File: src/hdl/rebl_pkg.sv
// Shared types and constants for the raster elevation bilinear lookup.
package rebl_pkg;

    // Operation codes carried in the input item's user field.
    localparam logic [1:0] FUNC_WRITE  = 2'd0;
    localparam logic [1:0] FUNC_LOOKUP = 2'd1;
    localparam logic [1:0] FUNC_READ   = 2'd2;
    localparam logic [1:0] FUNC_UNUSED = 2'd3;

    // Configuration register indexes.
    localparam logic [2:0] REG_ORIGIN_X    = 3'd0;
    localparam logic [2:0] REG_ORIGIN_Y    = 3'd1;
    localparam logic [2:0] REG_CELL_WIDTH  = 3'd2;
    localparam logic [2:0] REG_CELL_HEIGHT = 3'd3;
    localparam logic [2:0] REG_COLUMNS     = 3'd4;
    localparam logic [2:0] REG_ROWS        = 3'd5;
    localparam logic [2:0] REG_MISSING     = 3'd6;

    // Map values are Q31.16; positions keep 16 fraction bits.
    localparam int FRAC_BITS = 16;
    localparam int MAP_BITS  = 48;
    localparam int DIFF_BITS = MAP_BITS + 1;
    // One quotient bit per step: all numerator bits, then the fraction bits.
    localparam int DIV_STEPS = DIFF_BITS + FRAC_BITS;
    localparam int DIV_CNT_BITS = $clog2(DIV_STEPS);

    localparam int S_TDATA_BITS = 144;
    localparam int M_TDATA_BITS = 32;

    // Commands from the controller to the datapath.
    typedef struct packed {
        logic       wr_accept;
        logic       rd_accept;
        logic       lk_accept;
        logic       div_step;
        logic       split;
        logic       issue;
        logic       mul;
        logic       acc;
        logic [1:0] corner;
        logic       res_load;
        logic       res_lookup;
    } cmd_t;

    // Status from the datapath to the controller.
    typedef struct packed {
        logic res_free;
    } status_t;

endpackage

File: src/hdl/rebl_ctrl.sv
// Controller: sequences accepts, division, corner reads and result loads.
module rebl_ctrl import rebl_pkg::*; (
    input  logic       aclk,
    input  logic       aresetn,
    input  logic       s_tvalid,
    input  logic [1:0] s_tuser,
    output logic       s_tready,
    input  status_t    status,
    output cmd_t       cmd
);
    typedef enum logic [7:0] {
        ST_IDLE  = 8'b0000_0001,
        ST_DIV   = 8'b0000_0010,
        ST_SPLIT = 8'b0000_0100,
        ST_ISSUE = 8'b0000_1000,
        ST_MUL   = 8'b0001_0000,
        ST_ACC   = 8'b0010_0000,
        ST_LFIN  = 8'b0100_0000,
        ST_RFIN  = 8'b1000_0000
    } state_t;

    state_t                  state_reg, state_next;
    logic [DIV_CNT_BITS-1:0] cnt_reg, cnt_next;
    logic [1:0]              corner_reg, corner_next;
    logic                    accept;

    assign s_tready = state_reg == ST_IDLE;
    assign accept   = s_tvalid && s_tready;

    always_comb begin
        state_next  = state_reg;
        cnt_next    = cnt_reg;
        corner_next = corner_reg;
        cmd         = '0;
        cmd.corner  = corner_reg;
        unique case (state_reg)
            ST_IDLE: begin
                cmd.wr_accept = accept && s_tuser == FUNC_WRITE;
                cmd.rd_accept = accept && s_tuser == FUNC_READ;
                cmd.lk_accept = accept && s_tuser == FUNC_LOOKUP;
                cnt_next      = '0;
                corner_next   = '0;
                if (cmd.lk_accept) begin
                    state_next = ST_DIV;
                end else if (cmd.rd_accept) begin
                    state_next = ST_RFIN;
                end
            end
            ST_DIV: begin
                cmd.div_step = 1'b1;
                cnt_next     = DIV_CNT_BITS'(cnt_reg + 1'b1);
                if (cnt_reg == DIV_CNT_BITS'(DIV_STEPS - 1)) begin
                    state_next = ST_SPLIT;
                end
            end
            ST_SPLIT: begin
                cmd.split  = 1'b1;
                state_next = ST_ISSUE;
            end
            ST_ISSUE: begin
                cmd.issue  = 1'b1;
                state_next = ST_MUL;
            end
            ST_MUL: begin
                cmd.mul    = 1'b1;
                state_next = ST_ACC;
            end
            ST_ACC: begin
                cmd.acc     = 1'b1;
                corner_next = corner_reg + 2'd1;
                state_next  = (corner_reg == 2'd3) ? ST_LFIN : ST_ISSUE;
            end
            ST_LFIN: begin
                if (status.res_free) begin
                    cmd.res_load   = 1'b1;
                    cmd.res_lookup = 1'b1;
                    state_next     = ST_IDLE;
                end
            end
            ST_RFIN: begin
                if (status.res_free) begin
                    cmd.res_load = 1'b1;
                    state_next   = ST_IDLE;
                end
            end
            default: state_next = ST_IDLE;
        endcase
    end

    always_ff @(posedge aclk) begin
        if (!aresetn) begin
            state_reg  <= ST_IDLE;
            cnt_reg    <= '0;
            corner_reg <= '0;
        end else begin
            state_reg  <= state_next;
            cnt_reg    <= cnt_next;
            corner_reg <= corner_next;
        end
    end

    // A result is never loaded over one that is still waiting.
    a_res_free: assert property (@(posedge aclk) disable iff (!aresetn)
        cmd.res_load |-> status.res_free) else $error("result overwritten");

    // Corner reads never share the store port with an accepted item.
    a_port_free: assert property (@(posedge aclk) disable iff (!aresetn)
        s_tready |-> !cmd.issue) else $error("store port conflict");

    // A lookup starts its division in the next cycle.
    a_lookup_div: assert property (@(posedge aclk) disable iff (!aresetn)
        cmd.lk_accept |=> state_reg == ST_DIV) else $error("lookup not started");

    // The fourth corner ends the blend.
    a_blend_end: assert property (@(posedge aclk) disable iff (!aresetn)
        (cmd.acc && corner_reg == 2'd3) |=> state_reg == ST_LFIN)
        else $error("blend did not finish");
endmodule

File: config.mk
export PLATFORM = sky130hd
export DESIGN_NAME = rebl_ctrl
export DESIGN_NICKNAME = d
export VERILOG_FILES = /design/src/hdl/rebl_pkg.sv /design/src/hdl/rebl_ctrl.sv
export SDC_FILE = /design/constraint.sdc
export NUM_CORES = 1
export LEC_CHECK = 0
export BUFFER_PORTS_ARGS = -buffer_cell sky130_fd_sc_hd__buf_2
export CELL_PAD_IN_SITES_DETAIL_PLACEMENT = 0
export CELL_PAD_IN_SITES_GLOBAL_PLACEMENT = 1
export CORE_ASPECT_RATIO = 1.1
export CORE_UTILIZATION = 40
export CTS_CLUSTER_DIAMETER = 120
export DETAILED_ROUTE_END_ITERATION = 8
export GPL_TIMING_DRIVEN = 1
export HOLD_SLACK_MARGIN = 0.02
export PLACE_DENSITY = 0.81
export REMOVE_ABC_BUFFERS = 1
export SLEW_MARGIN = 20
export SYNTH_ARGS = -nofsm -noshare
export SYNTH_HDL_FRONTEND = slang
export SYNTH_SLANG_ARGS = --single-unit
File: constraint.sdc
create_clock -name aclk -period 1.8 [get_ports aclk]
set_input_delay 0.09 -clock aclk [delete_from_list [all_inputs] [get_ports aclk]]
set_output_delay 0.09 -clock aclk [all_outputs]
set_load 0.1 [all_outputs]
Word-level counts from Yosys, hierarchy flattened
Cells that the tools add are included.

Register bits after elaboration: 17. Output and inout bits: 13. Logic and storage cells: 47. Input port bits: 6.

Equal/unequal tests: 15. Multiplexer cells: 18. Reduce and logical (&&, ||, !) cells: 9. $add $sub $neg: 2.

Operator list (count): $pmux 8 s7 (1); $mux 8 (4); $pmux 7 s2 (1); $eq 8x1->1 const B (1); $eq 8x2->1 const B (1); $eq 8x3->1 const B (1); $eq 8x4->1 const B (1); $eq 8x5->1 const B (1); $eq 8x6->1 const B (1); $eq 8x7->1 const B (1); $eq 8x8->1 const B (1); $add 7x1->7 const B (1); $eq 7x7->1 const B (1); $mux 1 (7); $mux 7 (1); $eq 2x2->1 const B (2); $logic_and 1x1->1 (4); $pmux 2 s2 (1); $reduce_bool 2->1 (2); $mux 3 (1); $ne 3x1->1 const B (1); $reduce_and 3->1 (1); $add 2x1->2 const B (1); $eq 2x1->1 const B (1); 6 further kinds (6).

Logic depth before layout (Yosys ltp)
Gate-level depths: netlist (run 1).

Depth in word-level cells: 6. Depth in mapped cells: 7. Gate-level depth less buffers: 5.

Worst setup path after synthesis (run 1)
No wires, ideal clock.

Kind: reg2reg. Start point: register state_reg[3]. End point: register state_reg[2]. Required time: 1732 ps. Setup slack: -1704 ps. Library setup time: 68 ps. Stages on the path, launching flop included: 6. Data arrival time: 3436 ps. Path buffers: 1. Period minus slack after synthesis: 3504 ps. Cells stage by stage: dfxtp_1 buf_4 nor3_1 nand4_2 nor3_1 o211a_1.

Cells in the longest elaborated chain, start to end: 5. Elaborated cells between the ends (all ways): 18. Those cells by class: eq/ne (11); mux (2); reduce/logical (5).

Ends and longest elaborated chain: start, declared (line rebl_ctrl.sv:22) `state_t state_reg, state_next;`; start signal, assigned (line rebl_ctrl.sv:96) `state_reg <= state_next;`; $eq 8x1->1 (line rebl_ctrl.sv:27, rebl_ctrl.sv:36); $logic_and 1x1->1 (line rebl_ctrl.sv:28) `assign accept = s_tvalid && s_tready;`; $logic_and 1x1->1 (on tied branches) (line rebl_ctrl.sv:40, rebl_ctrl.sv:39); $mux 8 or $ne 3x1->1 (tied branches); $pmux 8 s7 or $reduce_and 3->1 (tied branches).

Parallel ways exist; a longest one is shown, timed or not. A chain may end at the register's enable or synchronous reset.

==> reports/qor.yml, run 1 <==
outcome:
  outcome: "finished, final reports clean"
cts:
  clkLatencyLatePin_ns: 0.29
  cts_tree: "yes"
  root_buffer: "clkbuf_4"
  cts.path.max_buffers: 2
  cts_max_level: 1
  cts_buffers: 3
  cts_hold_buffers: 0
  clkSlewWorstSetupHoldPaths_ns: 0.10
  clkSinkCount: 17
power:
  cellInternalPower_uw: 783
  swShare_pct: 42.1
  finalPower_mw: 1.35
  combPwrFrac_pct: 51.9
  p_clk_share_pct: 15.4
  seqPwrFrac_pct: 32.7
  power.density_nw_per_um2: 948
  power.leakage_nw: 0.575
  max-vdd-ir-drop_v: 0.000804
  p_switching_uw: 569
synth:
  syn_area_per_cell_sq_um: 8.52
  ys_seq_area_share_pct: 32.0
  ys_seq_elements: 17
  synth_ff_type: "dfxtp_1"
  ys_warn_count: 0
  synth_edf_count: 0
  synth_top_area_share_pct: 32.0
  netlist_area_sq_um: 1060
  synth_area_leaders: "dfxtp_1 (32%), nand3_1 (6.1%), a21oi_1 (3.8%), ha_1 (3.5%), nor2_1 (3.5%)"
  syn_inst: 125
  synthDistinctLibCells: 44
  synth_largest_area_cell: "dfxtp_1"
  async_flop_share_pct: 0
critical_path:
  cp-start-kind: "register"
  cp-startpoint: "state_reg[2]$_SDFFE_PN0P_"
  cp_top_family: "buffers and inverters"
  end_kind: "primary output"
  rr_worst_depth: 4
  reg2reg_from: "state_reg[0]$_SDFFE_PN1P_"
  arrival_ns: 1.63
  r2r-end: "cnt_reg[6]$_SDFFE_PN0P_"
  cp_slowest_stage_delay_ns: 0.38
  cp_data_required_time_ns: 1.71
  worst-path-stages: 5
  r2r_setup_slack_ns: 0.11
  path_cells: "nor2_2 -> buf_4 -> nand4_1 -> inv_2 -> buf_12"
  path_max_fanout: 6
  worst-path-buf-inv: 3
  path_class: "register to primary output"
  slowest_stage: "dfxtp_1"
drt:
  routedWlPerCell_um: 14.8
  firstDrtPassIters: 4
  drtIter0Drc: 27
  drc: 0
  vias_per_cell: 5.69
  vias: 1030
  detail-route-antenna-nets: 0
  routed_wl_um: 2680
sta:
  finalHoldViolations: 0
  final-setup-viol-count: 0
  fin_ws_ns: 0.0797
  fin_hold_ws_ns: 0.0903
  slew_violations: 0
  finClkSkew_ns: 0.00192
  finalCritPeriodShare_pct: 95.6
  rsz0062_at_grt: "yes"
  fin_tns_setup_ns: 0
  timing.slew.headroom_pct: 67.9
  tightest_slew_ns: 0.485
  fin_crit_ns: 1.72
  max_freq_mhz: 581
final_layout:
  final_util_pct: 56.6
  antenna-diode-count: 0
  multi_input_area_sq_um: 669
  final_cells: 181
  seq_area_sq_um: 345
  largest_register_ffs: 8
  drive_above_1_share_pct: 34.7
  fillCellCount: 228
  fin_area_sq_um: 1430
  finalNetCount: 160
  area_delta_synth_final_pct: 33.8
placement:
  globalplace.congestion: 0.812
  portBuffers: 18
  hpwl_um: 1930
  dpl.cell_count: 172
  place_ws_ns: 0.0927
  place_area_sq_um: 1290
global_route:
  grtUsageTotal_pct: 19.5
  antenna_found_initial: 0
  grt_overflow: 0
  grt_max_degree: 16
  grt_first_pass_wirelength_um: 4310
  first_global_vias: 982
floorplan:
  core_region_area_sq_um: 2520
  die_area_sq_um: 2870
  start_util_pct: 42.3
  chipWidth_um: 51.2
  die_height_um: 56.1
  ios: 19
  num_rows: 19
hold_path:
  hold_class: "input port to register"
  hold-path-cell-count: 2
  hold_path_end: "state_reg[3]$_SDFFE_PN0P_"
  hp-start: "aresetn"
run:
  drv_cap: 0
[cells by family (layout without fill, tap and decap cells)]
group | Yosys count | in the layout | synth area share [%]
xor gates and xnor gates | 3 | 3 | 2.47
muxes | 1 | 1 | 1.06
buffers and inverters | 14 | 39 | 9.40
DFF | 17 | 17 | 32.0
adders and majority gates | 3 | 3 | 3.53
and+or+nand+nor | 61 | 61 | 34.3
AOI/OAI and AO/OA | 26 | 26 | 17.3
[timing repair]
item	CTS	global route
endpoints found under the setup margin	7	11
buffers inserted	1	4
hold endpoints to repair	0	0
pin swaps	2	5
resized for setup	11	10
[area by class of cell]
type                    count  area share, %
clock buffers               3           1.58
clock inverters             1          0.351
inverters                   7           2.19
multi-input cells          94           47.0
flip-flops and latches     17           24.2
well taps                  31           2.72
repair buffers             28           21.9
[power by group through the flow]
stage                     Combinational (mW)  Sequential [mW]  Clock [mW]
after CTS                              0.622            0.433       0.208
after floorplan                        0.372            0.432           0
after detailed placement               0.581            0.439           0
after global routing                   0.747            0.448       0.231
final                                  0.701            0.442       0.208
after global placement                 0.568            0.438           0
[synth_stat cells, types with 2 or more instances]
master	count
dfxtp_1	17
nand3_1	13
nor2_1	10
nand2_1	9
a21oi_1	8
inv_1	6
nor2b_1	4
buf_4	3
ha_1	3
nand2b_1	3
nand4_1	3
xor2_1	3
a211oi_1	2
a31oi_1	2
and3_1	2
clkbuf_8	2
nor3_1	2
nor4_1	2
o211a_1	2
o21a_1	2
o311ai_0	2
or3_1	2
or4_1	2
[cell usage in the layout (no fill, tap or decap), types with 2 or more instances in the layout]
cell type / instances
nand3_1: 13
dfxtp_1: 13
buf_4: 10
nand2_1: 9
buf_12: 9
nor2_1: 8
a21oi_1: 8
buf_2: 7
inv_1: 4
nor2b_1: 4
dfxtp_2: 4
nor2_2: 3
nand4_1: 3
nand2b_1: 3
xor2_1: 3
ha_1: 3
clkbuf_4: 3
nor4_4: 2
inv_4: 2
nor3_2: 2
o311ai_0: 2
or4_1: 2
o21a_1: 2
o211a_1: 2
a211oi_1: 2
or3_1: 2
a31oi_1: 2
buf_6: 2
[worst max-delay path by stage]
stage	slack, ns	end
final	0.08	cmd[4]
after global placement	0.14	cmd[0]
after global routing	-0.02	cmd[4]
after detailed placement	0.09	cnt_reg[5]$_SDFFE_PN0P_
after floorplan	-1.67	state_reg[2]$_SDFFE_PN0P_
after CTS	0.003	cmd[11]
[metal layers]
| layer | share of wire (%) | track usage [%] | vias up |
|---|---|---|---|
| met5 | 0 | 0 | - |
| li1 | - | - | 515 |
| met3 | 2.0 | 2.46 | 8 |
| met4 | 1.9 | 5.16 | 0 |
| met1 | 45 | 24.5 | 486 |
| met2 | 51 | 34.0 | 21 |
No activity file was read; power rests on OpenSTA's default activity.
==> run 2, diff against run 1 <==
--- a/config.mk
+++ b/config.mk
@@ -17,5 +17,5 @@
 export PLACE_DENSITY = 0.81
 export REMOVE_ABC_BUFFERS = 1
-export SLEW_MARGIN = 20
+export SLEW_MARGIN = 30
 export SYNTH_ARGS = -nofsm -noshare
 export SYNTH_HDL_FRONTEND = slang
==> constraint.sdc (replaced) <==
create_clock -name aclk -period 1.8 [get_ports aclk]
set_input_delay 0.27 -clock aclk [delete_from_list [all_inputs] [get_ports aclk]]
set_output_delay 0.27 -clock aclk [all_outputs]
set_load 0.1 [all_outputs]
==> reports/qor.yml, run 2 (synthesized netlist as in run 1, its figures left out) <==
floorplan:
  ios: 19  # unchanged
  chipWidth_um: 51.2  # unchanged
  num_rows: 19  # unchanged
  die_area_sq_um: 2870  # unchanged
  die_height_um: 56.1  # unchanged
  start_util_pct: 42.3  # unchanged
  core_region_area_sq_um: 2520  # unchanged
cts:
  clkSlewWorstSetupHoldPaths_ns: 0.10  # about the same
  cts_buffers: 3  # unchanged
  root_buffer: "clkbuf_4"
  cts_max_level: 1  # unchanged
  cts.path.max_buffers: 2  # unchanged
  cts_tree: "yes"
  cts_hold_buffers: 0  # unchanged
  clkLatencyLatePin_ns: 0.28  # about the same
  clkSinkCount: 17  # unchanged
outcome:
  violations: "setup timing"
  outcome: "finished, violations left"
critical_path:
  arrival_ns: 1.62  # about the same
  path_class: "register to primary output"
  r2r_setup_slack_ns: -0.08  # -0.19 ns
  cp-start-kind: "register"
  reg2reg_from: "state_reg[0]$_SDFFE_PN1P_"
  end_kind: "primary output"
  cp-startpoint: "state_reg[5]$_SDFFE_PN0P_"
  path_max_fanout: 5  # -1
  cp_data_required_time_ns: 1.53  # -0.18 ns
global_route:
  grt_max_degree: 12  # -4
  grt_first_pass_wirelength_um: 4490  # +4.0%
  first_global_vias: 1012  # +3.1%
  grt_overflow: 0  # unchanged
  antenna_found_initial: 0  # unchanged
  grtUsageTotal_pct: 20.4  # +0.98 points
drt:
  vias: 1077  # +4.6%
  drtIter0Drc: 20  # -26%
  routedWlPerCell_um: 15.6  # +5.5%
  vias_per_cell: 5.58  # -1.9%
  drc: 0  # unchanged
  routed_wl_um: 3020  # +13%
  firstDrtPassIters: 5  # +1
  detail-route-antenna-nets: 0  # unchanged
final_layout:
  layout_commonest_cell: "buf_4"
  seq_area_sq_um: 358  # +3.6%
  fin_area_sq_um: 1650  # +16%
  finalNetCount: 172  # +7.5%
  antenna-diode-count: 0  # unchanged
  layout_common_cells: "buf_4 (18), nand3_1 (12), buf_12 (11), dfxtp_1 (9)"
  largest_register_ffs: 8  # unchanged
  area_delta_synth_final_pct: 54.9
  fillCellCount: 201  # -12%
  drive_above_1_share_pct: 49.4  # +15 points
  multi_input_area_sq_um: 758  # +13%
power:
  power.density_nw_per_um2: 904  # -4.7%
  power.leakage_nw: 0.663  # +15%
  max-vdd-ir-drop_v: 0.000996  # +24%
sta:
  fin_ws_ns: -0.0941  # -0.174 ns
  finalCritPeriodShare_pct: 105  # +9.7 points
  fin_crit_ns: 1.89  # +0.174 ns
  rsz0062_at_grt: "yes"
  tightest_slew_ns: 0.452  # -0.0324 ns
  max_freq_mhz: 528  # -9.2%
  timing.slew.headroom_pct: 69.1  # +1.2 points
  finClkSkew_ns: 0.00631  # +0.00438 ns
  final-setup-viol-count: 11  # +11
  finalHoldViolations: 0  # unchanged
  slew_violations: 0  # unchanged
run:
  drv_cap: 0  # unchanged
placement:
  hpwl_um: 2040  # +5.9%
  place_ws_ns: 0.0472  # -0.0455 ns
  globalplace.congestion: 0.824  # +1.5%
  portBuffers: 18  # unchanged
  place_area_sq_um: 1350  # +4.6%
hold_path:
  hold_class: "input port to register"
  hp-start: "aresetn"
run 2: cell types whose count changed in the layout (fill, tap and decap cells not counted), sizes merged:
cell / delta
inv: -1
clkinv: +1
buf: +12
run 2: worst paths after layout:
path                                endpoint  cells past startpoint
setup / recovery                      cmd[1]                      5
hold reg to reg   corner_reg[1]$_SDFFE_PN0P_                      2
setup reg to reg     cnt_reg[6]$_SDFFE_PN0P_                      7
hold / removal     state_reg[3]$_SDFFE_PN0P_                      2
run 2: per-stage QoR:
step                      hold WS (ns)  instances  utilization (%)  setup TNS [ns]  power, mW
after floorplan                  0.387        118                -          -11.75      0.805
after global placement           0.474        176             53.7               0       1.06
after detailed placement         0.482        176             53.7               0       1.07
after CTS                        0.262        186             58.7          -0.423       1.37
after global routing             0.262        193             65.4           -1.54       1.56
final                            0.276        193             65.4          -0.522       1.49
run 2: power by group:
group | total [mW] | leakage [nW] | internal [mW] | switching, mW
clock network | 0.194 | 0.0177 | 0.0824 | 0.111
registers | 0.429 | 0.142 | 0.398 | 0.0303
logic | 0.868 | 0.504 | 0.389 | 0.479
run 2: final cells by class:
class	instances	area share, %
Multi-Input combinational cell	94	46.0
Clock inverter	1	0.303
Sequential cell	17	21.7
Tap cell	31	2.35
Clock buffer	3	1.37
Inverter	7	1.90
Timing Repair Buffer	40	26.4
run 2: critical path: stages, from the launching register on:
cell	delay [ns]
dfxtp_4	0.39
nor4_4	0.31
nand3_2	0.15
buf_4	0.18
nor2b_4	0.13
buf_12	0.18
run 2: layer usage:
layer  wire [um]  vias up  GRT usage [%]
li1            -      536              -
met1        1240      531           24.8
met2        1720        8           36.1
met3          36        2           1.91
met4          16        0           7.94
met5           0        -              0
run 2: what timing repair did:
item,in CTS,in global routing
setup buffers,6,7
resized for setup,18,32
setup endpoints to repair,11,17
pin swaps,10,12
